File: config.mk
export PLATFORM = sky130hd
export DESIGN_NAME = ms_ctrl
export DESIGN_NICKNAME = d
export VERILOG_FILES = /design/src/ms_pkg.sv /design/src/ms_ctrl.sv
export VERILOG_INCLUDE_DIRS = /design/src /design/src/src
export SDC_FILE = /design/constraint.sdc
export NUM_CORES = 1
export LEC_CHECK = 0
export BUFFER_PORTS_ARGS = -buffer_cell sky130_fd_sc_hd__clkbuf_2
export CAP_MARGIN = 0
export CORE_MARGIN = 2
export CORE_UTILIZATION = 56
export DETAILED_ROUTE_END_ITERATION = 10
export PLACE_DENSITY = 0.8
export SYNTH_ARGS = -nofsm -noshare
export SYNTH_HDL_FRONTEND = slang
export SYNTH_SLANG_ARGS = --single-unit
File: constraint.sdc
create_clock -name clock -period 4.4 [get_ports clock]
set_input_delay 0.66 -clock clock [delete_from_list [all_inputs] [get_ports clock]]
set_output_delay 0.66 -clock clock [all_outputs]
set_load 0.02 [all_outputs]
File: src/merge_sorter_core_assert.svh
// assertion macros shared by ms_datapath and ms_ctrl
// every module using them names its clock "clock" and its reset "reset"
`ifndef MERGE_SORTER_CORE_ASSERT_SVH
`define MERGE_SORTER_CORE_ASSERT_SVH

`define MS_ASSERT_IMPLIES(lbl, cond, prop) \
   lbl: assert property (@(posedge clock) disable iff (reset) (cond) |-> (prop)) \
      else $error("merge sorter check failed");

`define MS_ASSERT_NEXT(lbl, cond, prop) \
   lbl: assert property (@(posedge clock) disable iff (reset) (cond) |=> (prop)) \
      else $error("merge sorter check failed");

`endif

File: src/ms_pkg.sv
package ms_pkg;

   localparam int DEPTH     = 64;
   localparam int KEY_WIDTH = 32;
   localparam int ADDR_W    = $clog2(DEPTH);
   localparam int CNT_W     = $clog2(DEPTH + 1);
   localparam int SUM_W     = CNT_W + 1;

   typedef logic signed [KEY_WIDTH-1:0] key_type;
   typedef logic [ADDR_W-1:0]           addr_type;
   typedef logic [CNT_W-1:0]            cnt_type;
   typedef logic [SUM_W-1:0]            sum_type;

   typedef struct packed {
      key_type key_in;
      logic    last_in;
   } req_type;

   typedef struct packed {
      key_type key_out;
      logic    last_out;
      logic    overflow;
   } rsp_type;

   typedef struct packed {
      logic    load;
      logic    run_init;
      logic    step;
      logic    swap;
      logic    out_init;
      logic    emit;
      logic    clear;
      cnt_type lo;
      cnt_type mid;
      cnt_type hi;
   } cmd_type;

   typedef struct packed {
      cnt_type count;
      logic    run_last;
      logic    out_last;
   } status_type;

endpackage

File: src/ms_ctrl.sv
`include "merge_sorter_core_assert.svh"

module ms_ctrl import ms_pkg::*; (
   input  logic       clock,
   input  logic       reset,
   input  logic       start,
   input  logic       last_in,
   input  status_type status,
   output logic       busy,
   output cmd_type    cmd
);

   typedef enum logic [3:0] {
      S_IDLE = 4'b0001,
      S_PASS = 4'b0010,
      S_RUN  = 4'b0100,
      S_OUT  = 4'b1000
   } ctrl_state_type;

   ctrl_state_type state_ff, state_in;
   sum_type        width_ff, width_in, lo_ff, lo_in;
   sum_type        n_sum, lo_w, lo_2w;
   logic           accept;

   always_comb begin
      n_sum  = SUM_W'(status.count);
      lo_w   = lo_ff + width_ff;
      lo_2w  = lo_ff + (width_ff << 1);
      accept = start && (state_ff == S_IDLE);

      state_in = state_ff;
      width_in = width_ff;
      lo_in    = lo_ff;
      cmd      = '0;
      cmd.lo   = lo_ff[CNT_W-1:0];
      cmd.mid  = (lo_w > n_sum) ? status.count : lo_w[CNT_W-1:0];
      cmd.hi   = (lo_2w > n_sum) ? status.count : lo_2w[CNT_W-1:0];

      case (state_ff)
         S_IDLE: begin
            cmd.load = accept;
            if (accept && last_in) begin
               width_in = SUM_W'(1);
               lo_in    = '0;
               state_in = S_PASS;
            end
         end
         S_PASS: begin
            if (width_ff >= n_sum) begin
               cmd.out_init = 1'b1;
               state_in     = S_OUT;
            end else if (lo_ff >= n_sum) begin
               // pass finished, runs double and the banks trade roles
               cmd.swap = 1'b1;
               width_in = width_ff << 1;
               lo_in    = '0;
            end else begin
               cmd.run_init = 1'b1;
               state_in     = S_RUN;
            end
         end
         S_RUN: begin
            cmd.step = 1'b1;
            if (status.run_last) begin
               lo_in    = lo_2w;
               state_in = S_PASS;
            end
         end
         S_OUT: begin
            cmd.emit = 1'b1;
            if (status.out_last) begin
               cmd.clear = 1'b1;
               state_in  = S_IDLE;
            end
         end
         default: begin
            state_in = S_IDLE;
         end
      endcase

      busy = (state_ff != S_IDLE);
   end

   always_ff @(posedge clock) begin
      if (reset) begin
         state_ff <= S_IDLE;
      end else begin
         state_ff <= state_in;
      end
   end

   always_ff @(posedge clock) begin
      width_ff <= width_in;
      lo_ff    <= lo_in;
   end

   `MS_ASSERT_IMPLIES(a_idle_only_after_last, !$past(reset) && $fell(busy), $past(status.out_last))
   `MS_ASSERT_IMPLIES(a_run_inside_block, state_ff == S_RUN, lo_ff < n_sum)

endmodule

==> results.sh <==
export IMPL_path_class="register to primary output"
export IMPL_crit_path_start="lo_ff[1]$_SDFFCE_PN0P_"
export IMPL_nNetsFinal=309
export IMPL_first_iter_violations=113
export IMPL_synthAdderAreaFrac_pct=23.7
export IMPL_start_util_pct=57.9
export IMPL_finClkSkew_ns=0.00449
export IMPL_crit_arrival_ns=3.54
export IMPL_grt_pass1_wl_mm=8.00
export IMPL_cts_made_buffers=3
export IMPL_synth_seq_area_share_pct=25.0
export IMPL_synth_top_family_by_area="adder cells"
export IMPL_syn_area_um2=2120
export IMPL_via_per_inst=5.90
export IMPL_hp_class="register to register"
export IMPL_grt_usage_pct=24.2
export IMPL_routed_wl_mm=4.84
export IMPL_die_x_um=65.5
export IMPL_post_cts_buffers=0
export IMPL_cts_hold_buf=0
export IMPL_die_y_um=65.5
export IMPL_ff2ff_path_depth=7
export IMPL_rsz0062_at_grt="no"
export IMPL_route_detailed_drc=0
export IMPL_hold_viol=0
export IMPL_fillers=313
export IMPL_worstHoldPathCells=2
export IMPL_min_delay_start="state_ff[2]$_SDFFE_PP0P_"
export IMPL_clockBufferDepth=2
export IMPL_required_ns=3.74
export IMPL_syn_inst=218
export IMPL_slew_headroom_pct=33.7
export IMPL_drive_gt1_share_pct=26.2
export IMPL_drv_cap=0
export IMPL_synth_area_leader_cell="ha_1"
export IMPL_ys_types=49
export IMPL_cts_tree="done"
export IMPL_placed_area_um2=2350
export IMPL_ant_nets=0
export IMPL_firstDrtPassIters=5
export IMPL_grt_max_degree=14
export IMPL_yosys_top_cells_area="ha_1 (22%), edfxtp_1 (21%), mux2_2 (6.4%)"
export IMPL_synth_edff_count=15
export IMPL_ys_dominant_reg_cell="edfxtp_1"
export IMPL_ctsResizeCount=0
export IMPL_synth_compound_area_share_pct=18.2
export IMPL_htree_levels=1
export IMPL_yosysWarnings=0
export IMPL_final_cell_area_um2=2400
export IMPL_setup_tns_ns=0
export IMPL_reg2reg_from="width_ff[5]$_SDFFCE_PN0P_"
export IMPL_overflow=0
export IMPL_fin_crit_sh_pct=95.4
export IMPL_tightest_slew_ns=0.992
export IMPL_antenna_cells=0
export IMPL_ys_seq_elements=19
export IMPL_crit_path_end_kind="primary output"
export IMPL_post_place_ws_ns=0.529
export IMPL_ys_async_sr_fraction_pct=0
export IMPL_avgRoutedWirePerCell_um=15.9
export IMPL_place_congestion=0.833
export IMPL_ios=42
export IMPL_synth_mux_area_share_pct=6.85
export IMPL_io_buffers=40
export IMPL_vias=1794
export IMPL_antenna_found_initial=0
export IMPL_post_synth_top_area_fraction_pct=21.8
export IMPL_critPathMaxFanout=7
export IMPL_synth_simple_area_share_pct=16.2
export IMPL_core_area_um2=3660
export IMPL_clock_sinks=19
export IMPL_status="finished clean"
export IMPL_die_area_um2=4290
export IMPL_layout_setup_ws_ns=0.201
export IMPL_drv_slew=0
export IMPL_clock_latency_ns=0.26
export IMPL_cts_root_buf="clkbuf_8"
export IMPL_clkSlewWorstSetupHoldPaths_ns=0.07
export IMPL_syn_nets=270
export IMPL_max_freq_mhz=238
export IMPL_synth_xor_area_share_pct=3.72
export IMPL_min_period_ns=4.20
export IMPL_rows=22
export IMPL_startpoint_type="register"
export IMPL_setup_viol=0
export IMPL_syn_avg_cell_area_um2=9.72
export IMPL_hpwl_mm=4.03
export IMPL_syn2layout_area_growth_pct=13.1
export IMPL_grt_pass1_vias=1690
==> cell usage after synthesis (4+ instances only) <==
cell type / number
edfxtp_1: 15
and3_1: 5
mux2_2: 12
nor2_1: 11
o21a_1: 4
inv_1: 18
ha_1: 37
nor2b_1: 5
nand2_1: 7
dfxtp_1: 4
and2_1: 16
buf_4: 7
a21o_1: 6
a21oi_1: 11
xnor2_1: 6
==> cell type report <==
type                    instances  area (µm²)  share of cell area, %
well taps                      48        60.1                   2.51
repair buffers                 42         215                   8.98
flip-flops and latches         19         531                   22.1
multi-input cells             172        1470                   61.5
clock inverters                 1        5.00                  0.209
clock buffers                   3        41.3                   1.72
inverters                      19        71.3                   2.97
==> stage by stage <==
stage / util [%] / hold WS (ns) / std cells
5_1_grt: 65.5 / 0.603 / 304
6_report: 65.5 / 0.605 / 304
2_1_floorplan: - / 0.544 / 218
3_3_place_gp: 64.2 / 0.591 / 300
4_1_cts: 65.5 / 0.602 / 304
3_5_place_dp: 64.2 / 0.594 / 300
==> cells by family (layout without fill, tap and decap cells) <==
| group | after synthesis | in the layout |
|---|---|---|
| adders and majority gates | 39 | 39 |
| other | 1 | 1 |
| buffers and inverters | 27 | 65 |
| muxes | 13 | 13 |
| xor gates and xnor gates | 9 | 9 |
| AOI/OAI and AO/OA | 50 | 50 |
| DFF | 19 | 19 |
| and+or+nand+nor | 60 | 60 |
==> worst paths after layout <==
path	end	slack, ns
setup / recovery	cmd[2]	0.20
hold / removal	state_ff[2]$_SDFFE_PP0P_	0.61
setup reg to reg	width_ff[6]$_SDFFCE_PN0P_	1.36
hold reg to reg	state_ff[2]$_SDFFE_PP0P_	0.61
==> registers in the layout (all words and copies together), names as in the netlist <==
register and cells:
lo_ff 7, width_ff 8, state_ff 4
==> cells in the final DEF, fill, tap and decap left out, types with 2 or more instances in the layout <==
master	count
nor4b_1	2
buf_4	2
mux2_2	12
fa_1	2
xor2_1	3
o21a_1	4
o211ai_1	3
o21ai_0	3
edfxtp_1	15
xnor2_1	6
inv_1	18
nand2_1	7
ha_1	37
a21o_1	6
clkbuf_8	3
nor2_1	11
a2111oi_1	2
dfxtp_1	4
nor2b_1	5
a21oi_1	11
clkbuf_2	40
nand3_1	2
a211oi_1	3
or3_1	2
and2_1	16
a211o_1	2
a31oi_1	3
nor3_1	3
and3_1	5
==> worst max-delay path, cell delays in order (launching register included) <==
cell and delay [ns]:
edfxtp_1 0.46, ha_1 0.27, fa_1 0.43, a21o_1 0.18, a21oi_1 0.18, xnor2_1 0.22
ha_1 0.31, a21o_1 0.19, a211oi_1 0.38, o22ai_4 0.19, mux2_2 0.32, clkbuf_2 0.16
==> routing by layer <==
layer  GRT usage [%]  share of wire (%)  routed length [µm]
met1            32.6                 47                2270
met2            43.0                 48                2330
met3            2.05                4.2                 204
met4            3.91               0.66                  32
met5               0                  0                   0
Power is left out: the tool's default activity adds up to more than one toggle a clock period on the data nets, which glitch-free logic cannot reach.
